===== src/hw/rtl/websocket_frame_receiver_defines.svh =====
// Assertion macros shared by the frame receiver RTL.
// Modules include this header and expect a clock named clock and a reset named reset.
`ifndef WEBSOCKET_FRAME_RECEIVER_DEFINES_SVH
`define WEBSOCKET_FRAME_RECEIVER_DEFINES_SVH

`ifndef ASSERT_OFF
// Check a property on every clock edge outside reset
`define WSFR_ASSERT(lbl, prop, msg) \
   lbl: assert property (@(posedge clock) disable iff (reset) (prop)) else $error(msg);
// Check a property on every clock edge, reset included
`define WSFR_ASSERT_ALWAYS(lbl, prop, msg) \
   lbl: assert property (@(posedge clock) (prop)) else $error(msg);
`else
`define WSFR_ASSERT(lbl, prop, msg)
`define WSFR_ASSERT_ALWAYS(lbl, prop, msg)
`endif

`endif


===== src/hw/rtl/wsfr_pkg.sv =====
// Shared types and constants of the frame receiver.
// No dependencies; used by the parser, the result buffer and the top level.
package wsfr_pkg;

   // Frame opcodes
   localparam logic [3:0] OP_CONT   = 4'h0;
   localparam logic [3:0] OP_TEXT   = 4'h1;
   localparam logic [3:0] OP_BINARY = 4'h2;
   localparam logic [3:0] OP_CLOSE  = 4'h8;
   localparam logic [3:0] OP_PING   = 4'h9;

   // Result kinds
   localparam logic [2:0] KIND_MSG         = 3'd0;
   localparam logic [2:0] KIND_PING        = 3'd1;
   localparam logic [2:0] KIND_CLOSE       = 3'd2;
   localparam logic [2:0] KIND_EMPTY_DATA  = 3'd3;
   localparam logic [2:0] KIND_EMPTY_PING  = 3'd4;
   localparam logic [2:0] KIND_EMPTY_CLOSE = 3'd5;
   localparam logic [2:0] KIND_ERROR       = 3'd6;

   // Header encoding
   localparam logic [6:0]  LEN16_CODE    = 7'd126;
   localparam logic [6:0]  LEN64_CODE    = 7'd127;
   localparam logic [63:0] CTRL_MAX_LEN  = 64'd125;
   localparam logic [3:0]  EXT16_BYTES   = 4'd2;
   localparam logic [3:0]  EXT64_BYTES   = 4'd8;
   localparam logic [3:0]  MASK_BYTES    = 4'd4;

   localparam logic [31:0] MAX_PAYLOAD_RESET = 32'h0001_0000;

   // One result beat
   typedef struct packed {
      logic [2:0] kind;
      logic [7:0] data;
      logic       is_binary;
      logic       end_of_frame;
      logic       end_of_message;
   } wsfr_result_type;

endpackage


===== src/hw/rtl/wsfr_parser.sv =====
// Input register and frame parser: header decode, checks and payload unmasking.
// Depends on wsfr_pkg and the assertion macros header.
`include "websocket_frame_receiver_defines.svh"

module wsfr_parser import wsfr_pkg::*; (
   input  logic            clock,
   input  logic            reset,
   input  logic            req_tvalid,
   output logic            req_tready,
   input  logic [7:0]      req_tdata,
   input  logic [31:0]     max_payload,
   input  logic            buf_full,
   output logic            push,
   output wsfr_result_type result
);

   localparam logic [2:0] PH_HDR0    = 3'd0;
   localparam logic [2:0] PH_HDR1    = 3'd1;
   localparam logic [2:0] PH_EXTLEN  = 3'd2;
   localparam logic [2:0] PH_MASK    = 3'd3;
   localparam logic [2:0] PH_PAYLOAD = 3'd4;

   logic [7:0]  byte_ff;
   logic        byte_vld_ff;
   logic        advance;

   logic [2:0]  phase_ff, phase_in;
   logic [3:0]  count_ff, count_in;
   logic        fin_ff, fin_in;
   logic [3:0]  opcode_ff, opcode_in;
   logic        masked_ff, masked_in;
   logic [63:0] length_ff, length_in;
   logic [31:0] remaining_ff, remaining_in;
   logic [31:0] key_ff, key_in;
   logic [1:0]  mask_idx_ff, mask_idx_in;
   logic        frag_ff, frag_in;
   logic        binary_ff, binary_in;
   logic        halted_ff, halted_in;

   logic        hdr_done;
   logic [63:0] len_chk;
   logic [3:0]  count_dec;
   logic        bad;
   logic        is_data;
   logic [7:0]  key_byte;
   logic        last;
   logic        res_vld;
   logic [2:0]  res_kind;
   logic [7:0]  res_data;
   logic        res_eof;
   logic        res_eom;

   // Hold one byte; take the next one as this one moves on
   assign advance    = byte_vld_ff && !buf_full;
   assign req_tready = !byte_vld_ff || advance;

   always_ff @(posedge clock) begin
      if (reset) begin
         byte_vld_ff <= 1'b0;
      end else if (req_tvalid && req_tready) begin
         byte_vld_ff <= 1'b1;
      end else if (advance) begin
         byte_vld_ff <= 1'b0;
      end
      if (req_tvalid && req_tready) begin
         byte_ff <= req_tdata;
      end
   end

   assign count_dec = count_ff - 4'd1;
   assign is_data   = (opcode_ff == OP_CONT) || (opcode_ff == OP_TEXT) ||
                      (opcode_ff == OP_BINARY);

   // Select the key byte for this payload position
   always_comb begin
      case (mask_idx_ff)
         2'd0:    key_byte = key_ff[31:24];
         2'd1:    key_byte = key_ff[23:16];
         2'd2:    key_byte = key_ff[15:8];
         default: key_byte = key_ff[7:0];
      endcase
   end

   // Decode the held byte against the frame state
   always_comb begin
      phase_in     = phase_ff;
      count_in     = count_ff;
      fin_in       = fin_ff;
      opcode_in    = opcode_ff;
      masked_in    = masked_ff;
      length_in    = length_ff;
      remaining_in = remaining_ff;
      key_in       = key_ff;
      mask_idx_in  = mask_idx_ff;
      frag_in      = frag_ff;
      binary_in    = binary_ff;
      halted_in    = halted_ff;
      hdr_done     = 1'b0;
      len_chk      = length_ff;
      bad          = 1'b0;
      last         = 1'b0;
      res_vld      = 1'b0;
      res_kind     = KIND_MSG;
      res_data     = 8'd0;
      res_eof      = 1'b0;
      res_eom      = 1'b0;

      if (!halted_ff) begin
         case (phase_ff)
            PH_HDR0: begin
               fin_in    = byte_ff[7];
               opcode_in = byte_ff[3:0];
               phase_in  = PH_HDR1;
            end
            PH_HDR1: begin
               masked_in = byte_ff[7];
               key_in    = 32'd0;
               if (byte_ff[6:0] == LEN16_CODE || byte_ff[6:0] == LEN64_CODE) begin
                  length_in = 64'd0;
                  count_in  = (byte_ff[6:0] == LEN16_CODE) ? EXT16_BYTES : EXT64_BYTES;
                  phase_in  = PH_EXTLEN;
               end else begin
                  length_in = {57'd0, byte_ff[6:0]};
                  if (byte_ff[7]) begin
                     count_in = MASK_BYTES;
                     phase_in = PH_MASK;
                  end else begin
                     hdr_done = 1'b1;
                     len_chk  = {57'd0, byte_ff[6:0]};
                  end
               end
            end
            PH_EXTLEN: begin
               length_in = {length_ff[55:0], byte_ff};
               count_in  = count_dec;
               if (count_dec == 4'd0) begin
                  if (masked_ff) begin
                     count_in = MASK_BYTES;
                     phase_in = PH_MASK;
                  end else begin
                     hdr_done = 1'b1;
                     len_chk  = {length_ff[55:0], byte_ff};
                  end
               end
            end
            PH_MASK: begin
               key_in   = {key_ff[23:0], byte_ff};
               count_in = count_dec;
               if (count_dec == 4'd0) begin
                  hdr_done = 1'b1;
               end
            end
            PH_PAYLOAD: begin
               mask_idx_in  = mask_idx_ff + 2'd1;
               remaining_in = remaining_ff - 32'd1;
               last         = (remaining_in == 32'd0);
               res_data     = byte_ff ^ (masked_ff ? key_byte : 8'd0);
               res_eof      = last;
               if (last) begin
                  phase_in = PH_HDR0;
               end
               if (is_data) begin
                  res_vld  = 1'b1;
                  res_kind = KIND_MSG;
                  res_eom  = last && fin_ff;
               end else if (opcode_ff == OP_PING) begin
                  res_vld  = 1'b1;
                  res_kind = KIND_PING;
               end else if (opcode_ff == OP_CLOSE) begin
                  res_vld  = 1'b1;
                  res_kind = KIND_CLOSE;
                  if (last) begin
                     halted_in = 1'b1;
                  end
               end else begin
                  // Drop pong payload
                  res_data = 8'd0;
                  res_eof  = 1'b0;
               end
            end
            default: begin
               phase_in = PH_HDR0;
            end
         endcase

         // Check the complete header and start the payload
         if (hdr_done) begin
            bad = (len_chk[63:32] != 32'd0) || (len_chk[31:0] > max_payload);
            if (opcode_ff[3] && (!fin_ff || len_chk > CTRL_MAX_LEN)) begin
               bad = 1'b1;
            end
            if (opcode_ff inside {[4'h3:4'h7], [4'hB:4'hF]}) begin
               bad = 1'b1;
            end
            if (opcode_ff == OP_CONT && !frag_ff) begin
               bad = 1'b1;
            end
            if ((opcode_ff == OP_TEXT || opcode_ff == OP_BINARY) && frag_ff) begin
               bad = 1'b1;
            end

            if (bad) begin
               halted_in = 1'b1;
               phase_in  = PH_HDR0;
               res_vld   = 1'b1;
               res_kind  = KIND_ERROR;
            end else begin
               if (opcode_ff == OP_TEXT || opcode_ff == OP_BINARY) begin
                  binary_in = (opcode_ff == OP_BINARY);
               end
               if (is_data) begin
                  frag_in = !fin_ff;
               end
               remaining_in = len_chk[31:0];
               mask_idx_in  = 2'd0;
               if (len_chk[31:0] != 32'd0) begin
                  phase_in = PH_PAYLOAD;
               end else begin
                  phase_in = PH_HDR0;
                  res_eof  = 1'b1;
                  if (is_data) begin
                     res_vld  = 1'b1;
                     res_kind = KIND_EMPTY_DATA;
                     res_eom  = fin_ff;
                  end else if (opcode_ff == OP_PING) begin
                     res_vld  = 1'b1;
                     res_kind = KIND_EMPTY_PING;
                  end else if (opcode_ff == OP_CLOSE) begin
                     res_vld   = 1'b1;
                     res_kind  = KIND_EMPTY_CLOSE;
                     halted_in = 1'b1;
                  end else begin
                     res_eof = 1'b0;
                  end
               end
            end
         end
      end
   end

   assign push                  = advance && res_vld;
   assign result.kind           = res_kind;
   assign result.data           = res_data;
   assign result.is_binary      = binary_in;
   assign result.end_of_frame   = res_eof;
   assign result.end_of_message = res_eom;

   // Advance the frame state once per byte
   always_ff @(posedge clock) begin
      if (reset) begin
         phase_ff     <= PH_HDR0;
         count_ff     <= 4'd0;
         fin_ff       <= 1'b0;
         opcode_ff    <= 4'd0;
         masked_ff    <= 1'b0;
         length_ff    <= 64'd0;
         remaining_ff <= 32'd0;
         key_ff       <= 32'd0;
         mask_idx_ff  <= 2'd0;
         frag_ff      <= 1'b0;
         binary_ff    <= 1'b0;
         halted_ff    <= 1'b0;
      end else if (advance) begin
         phase_ff     <= phase_in;
         count_ff     <= count_in;
         fin_ff       <= fin_in;
         opcode_ff    <= opcode_in;
         masked_ff    <= masked_in;
         length_ff    <= length_in;
         remaining_ff <= remaining_in;
         key_ff       <= key_in;
         mask_idx_ff  <= mask_idx_in;
         frag_ff      <= frag_in;
         binary_ff    <= binary_in;
         halted_ff    <= halted_in;
      end
   end

   `WSFR_ASSERT(a_halt_silent, halted_ff |-> !push, "result pushed while halted")
   `WSFR_ASSERT(a_error_halts, (push && result.kind == KIND_ERROR) |=> halted_ff,
                "error result did not halt the parser")

endmodule


===== src/hw/rtl/wsfr_out_buf.sv =====
// Two-entry result buffer: an output register and a skid register behind it.
// Depends on wsfr_pkg and the assertion macros header.
`include "websocket_frame_receiver_defines.svh"

module wsfr_out_buf import wsfr_pkg::*; (
   input  logic            clock,
   input  logic            reset,
   input  logic            push,
   input  wsfr_result_type push_data,
   output logic            full,
   output logic            rsp_valid,
   input  logic            rsp_ready,
   output wsfr_result_type rsp_data
);

   logic            out_vld_ff;
   logic            skid_vld_ff;
   wsfr_result_type out_ff;
   wsfr_result_type skid_ff;
   logic            pop;

   assign pop       = out_vld_ff && rsp_ready;
   assign full      = skid_vld_ff;
   assign rsp_valid = out_vld_ff;
   assign rsp_data  = out_ff;

   // Control: move the skid beat forward first, else take the pushed beat
   always_ff @(posedge clock) begin
      if (reset) begin
         out_vld_ff  <= 1'b0;
         skid_vld_ff <= 1'b0;
      end else if (skid_vld_ff) begin
         if (pop) begin
            skid_vld_ff <= 1'b0;
         end
      end else if (push) begin
         if (out_vld_ff && !pop) begin
            skid_vld_ff <= 1'b1;
         end else begin
            out_vld_ff <= 1'b1;
         end
      end else if (pop) begin
         out_vld_ff <= 1'b0;
      end
   end

   // Payload
   always_ff @(posedge clock) begin
      if (skid_vld_ff) begin
         if (pop) begin
            out_ff <= skid_ff;
         end
      end else if (push) begin
         if (out_vld_ff && !pop) begin
            skid_ff <= push_data;
         end else begin
            out_ff <= push_data;
         end
      end
   end

   `WSFR_ASSERT_ALWAYS(a_skid_behind_out, skid_vld_ff |-> out_vld_ff,
                       "skid entry held with empty output register")
   `WSFR_ASSERT(a_no_push_full, push |-> !skid_vld_ff, "beat pushed into full buffer")

endmodule


===== src/hw/rtl/websocket_frame_receiver.sv =====
// WebSocket frame receiver, top level: config register, parser and result buffer.
// Depends on wsfr_pkg, wsfr_parser and wsfr_out_buf.
//
// Takes the received byte stream after the opening handshake, one byte per beat,
// and sustains one byte per clock while the result buffer is not full. Each byte
// passes an input register, is decoded and unmasked by the parser, and lands in
// a two-entry result buffer: a result goes from the input register to the output
// register, and the skid register holds one more while rsp_tready is low. Header
// bytes give a result only when they end an empty frame or reveal an error. Message,
// ping and close bytes stream out as they arrive. After a close frame or a protocol
// error the block consumes and drops all input until reset. There is no clearing
// pass after reset. Write max_payload (csr_wr_en/csr_wr_data) only while idle.
module websocket_frame_receiver import wsfr_pkg::*; (
   input  logic        clock,
   input  logic        reset,
   input  logic        req_tvalid,
   output logic        req_tready,
   input  logic [7:0]  req_tdata,    // [7:0] rx_byte
   output logic        rsp_tvalid,
   input  logic        rsp_tready,
   output logic [15:0] rsp_tdata,    // [7:0] data, [8] end_of_message, [15:9] zero
   output logic [3:0]  rsp_tuser,    // [2:0] kind, [3] is_binary
   output logic        rsp_tlast,    // end_of_frame
   input  logic        csr_wr_en,
   input  logic [31:0] csr_wr_data   // max_payload
);

   logic [31:0]     max_payload_ff;
   logic            buf_full;
   logic            push;
   wsfr_result_type parsed;
   wsfr_result_type rsp_res;

   // Hold the payload length limit
   always_ff @(posedge clock) begin
      if (reset) begin
         max_payload_ff <= MAX_PAYLOAD_RESET;
      end else if (csr_wr_en) begin
         max_payload_ff <= csr_wr_data;
      end
   end

   wsfr_parser u_parser (
      .clock       (clock),
      .reset       (reset),
      .req_tvalid  (req_tvalid),
      .req_tready  (req_tready),
      .req_tdata   (req_tdata),
      .max_payload (max_payload_ff),
      .buf_full    (buf_full),
      .push        (push),
      .result      (parsed)
   );

   wsfr_out_buf u_out_buf (
      .clock     (clock),
      .reset     (reset),
      .push      (push),
      .push_data (parsed),
      .full      (buf_full),
      .rsp_valid (rsp_tvalid),
      .rsp_ready (rsp_tready),
      .rsp_data  (rsp_res)
   );

   // Pack the result beat
   assign rsp_tdata = {7'd0, rsp_res.end_of_message, rsp_res.data};
   assign rsp_tuser = {rsp_res.is_binary, rsp_res.kind};
   assign rsp_tlast = rsp_res.end_of_frame;

endmodule

===== config.mk =====
export PLATFORM = sky130hd
export DESIGN_NAME = websocket_frame_receiver
export DESIGN_NICKNAME = d
export VERILOG_FILES = /design/src/hw/rtl/wsfr_pkg.sv /design/src/hw/rtl/wsfr_parser.sv /design/src/hw/rtl/wsfr_out_buf.sv /design/src/hw/rtl/websocket_frame_receiver.sv
export VERILOG_INCLUDE_DIRS = /design/src /design/src/hw/rtl
export SDC_FILE = /design/constraint.sdc
export NUM_CORES = 1
export LEC_CHECK = 0
export ABC_AREA = 1
export BUFFER_PORTS_ARGS = -buffer_cell sky130_fd_sc_hd__buf_2
export CAP_MARGIN = 15
export CORE_ASPECT_RATIO = 1.25
export CORE_MARGIN = 2
export CORE_UTILIZATION = 40
export DETAILED_ROUTE_END_ITERATION = 8
export REMOVE_ABC_BUFFERS = 1
export SYNTH_ARGS = -nofsm -noshare
export SYNTH_HDL_FRONTEND = slang
export SYNTH_HIERARCHICAL = 1
export SYNTH_SLANG_ARGS = --single-unit

===== constraint.sdc =====
create_clock -name clock -period 5.05 [get_ports clock]
set_clock_uncertainty 0.05 [all_clocks]
set_input_delay 0.2525 -clock clock [delete_from_list [all_inputs] [get_ports clock]]
set_output_delay 0.2525 -clock clock [all_outputs]
set_load 0.02 [all_outputs]

==> out/results.txt <==
Setup CP Type: flip-flop to flip-flop
Proportion of power drawn by combinational gates: 18.3%
Final WL: 39.5 mm
Clk root buf: clkbuf_16
First-pass GRT wire length: 63.7 mm
GRT Total Usage: 22.7%
Die area: 34300 um^2
Share of layout cells above drive strength 1: 7.79%
Fin nets: 2172
WP data required: 5.39 ns
Worst Path Max Fanout: 23
Internal: 0.00303 W
RSZ-0062 raised after global routing: no
Most common cell after layout, fill and taps aside: nand2_1
Grt met2 use: 40.1%
Startpoint types: flip-flop
DP HPWL: 27.9 mm
Gate Count Post-Synth: 2032
Starting Density: 40.4%
Met1 GRT Util: 28.3%
Number of flops mapped to enable cells by yosys: 36
Min-Delay Path Class: input pin to flip-flop
Die width: 166 um
P_sw: 0.00133 W
Setup_tns: 0 ns
Max-cap viol count: 0
I/O pin count: 68
Clk Latency, worst-skew pair: 0.54 ns
Area Overhead vs Synth: 13.1%
Vias: 12973
Power share of the sequential group: 42.6%
Gr ovfl total: 0
Highest clock rate: 0.216 GHz
CP arrival: 4.97 ns
Number of global-route vias before repair: 12313
Largest net degree at the start of global routing: 81
Antenna violations before repair: 0
Final Cycle Share: 91.7%
H-tree depth: 1
Antenna diodes: 0
Power Density: 294 nW/um^2
Core box area: 32500 um^2
Seq cells post-synth: 217
Cell mode on critical path: nand2_1
ANT nets after route: 0
Slowest-stage cell, CP: dfxtp_1
Detailed Route Iter0 Violations: 948
GR peak layer: met2
Post-DR vias/cell: 5.14
Synth Warn #: 6
Port bufs: 60
Part of the power in the clock network: 39.2%
Status: finished, final reports clean
DRC: 0
Die height: 206 um
Fin crit period: 4.63 ns
Clock transition at the registers of the reported paths: 0.06 ns
Worst setup EP type: flip-flop
CTS max path bufs: 3
Most frequent cells in the layout: 603 x nand2_1, 245 x inv_1, 231 x nor2_1
Placer Congestion: 0.937
Clock sink count: 217
Largest stage delay, worst path: 0.39 ns
Post-synth ARST share: 0%
First drt pass iteration count: 5
Synth Flop Type: dfxtp_1
Netlist cell types: 46
CTS Buf Count: 25
Finished Core Util: 45.7%
Static leakage: 6.54 nW
Hold Violations, Final: 0
Final setup viols: 0
Synthesized area per cell: 6.45 um^2
DR WL/cell: 15.6 um
Max-slew violations: 0
Sequential area share after synthesis: 35.9%
Switching Share: 30.5%
Slew @ Worst Pin: 1.09 ns
CTS tree: yes
Num rows: 74
Met3 Usage GRT: 2.16%
Max VDD drop: 0.000325 V
Cell Area, Synth: 13100 um^2
Slew headroom: 27.0%
## synthesized netlist by cell type, drive strengths merged, types with 9 or more instances
library cell	number	share of area, %
buf	38	2.1
a22oi	9	0.52
nor3	10	0.38
o21ai	114	4.4
ha	40	3.8
xor2	25	1.7
dfxtp	181	28
nor2	242	7.2
nand2	610	18
edfxtp	36	8.2
inv	257	7.4
nand3	130	5.2
a21oi	170	6.5
clkbuf	66	2.0
nand4	47	2.4
## cell families (layout without fill, tap and decap cells)
logic type               count (synthesis)  in the layout  share of synthesized area (%)
XOR/XNOR                                27             27                           1.80
other                                    1              7                         0.0286
buffers and inverters                  363            429                           11.5
AND/OR/NAND/NOR                       1051           1051                           33.3
adder cells (fa/ha/maj)                 40             40                           3.82
AO/OA/AOI/OAI                          333            333                           13.7
flip-flops                             217            217                           35.9
## what timing repair did
action	CTS	global route
setup endpoints to repair	0	16
endpoints found under the hold margin	38	0
hold buffers	38	0
gates resized for setup	0	3
setup buffers	0	3
## cell type report
cell class / count / area, um^2
fillers: 3389 / 17700
multi-input cells: 1458 / 6940
flip-flops and latches: 217 / 4700
inverters: 259 / 987
repair buffers: 126 / 930
clock buffers: 38 / 714
well taps: 418 / 523
clock inverters: 6 / 41.3
## metal layers
metal  part of all wire, %  routed length (um)
met3                   4.2                1670
met5                     0                   0
met2                    49               19200
met1                    43               17100
met4                   3.8                1500
## per-stage QoR
step | instances | hold slack, ns | worst slack, ns | total power [W] | area [um^2]
2_1_floorplan | 1934 | 0.265 | -1.04 | 0.00240 | 12600
3_3_place_gp | 2436 | 0.394 | 0.550 | 0.00265 | 13600
3_5_place_dp | 2436 | 0.387 | 0.450 | 0.00266 | 13600
4_1_cts | 2518 | 0.00331 | 0.406 | 0.00440 | 14800
5_1_grt | 2522 | 0.0567 | 0.00856 | 0.00458 | 14800
6_report | 2522 | 0.0196 | 0.420 | 0.00437 | 14800
## state kept, by name (all words and copies together), names as in the netlist, 8 cells and up
register               cells
u_parser/byte_ff           8
u_out_buf/rsp_data        14
u_parser/length_ff        64
max_payload_ff            32
u_out_buf/skid_ff         14
u_parser/remaining_ff     32
u_parser/key_ff           32
## critical path, delay by kind of cell (launching register included)
family	cells	cell delay, ns
DFF	1	0.39
buffers and inverters	5	0.68
and+or+nand+nor	16	2.06
AOI/OAI and AO/OA	6	0.80
adders and majority gates	2	0.51
## power groups by stage
stage	clock network [W]	logic [W]	registers, W
final	0.00171	0.000797	0.00186
after global routing	0.00182	0.000894	0.00187
after CTS	0.00175	0.000788	0.00186
after detailed placement	0	0.000762	0.00189
after global placement	0	0.000758	0.00189
after floorplan	0	0.000514	0.00189
## final timing paths
path	start	end	slack [ns]	cells past startpoint
worst max-delay path	u_parser/count_ff[0]	u_out_buf/rsp_data[0]	0.42	29
worst min-delay path	csr_wr_data[0]	max_payload_ff[0]	0.02	5
worst max register to register	u_parser/count_ff[0]	u_out_buf/rsp_data[0]	0.42	29
worst min register to register	u_parser/length_ff[62]	u_parser/length_ff[62]	0.41	2
Note: power is estimated with default switching activity, not from simulation.
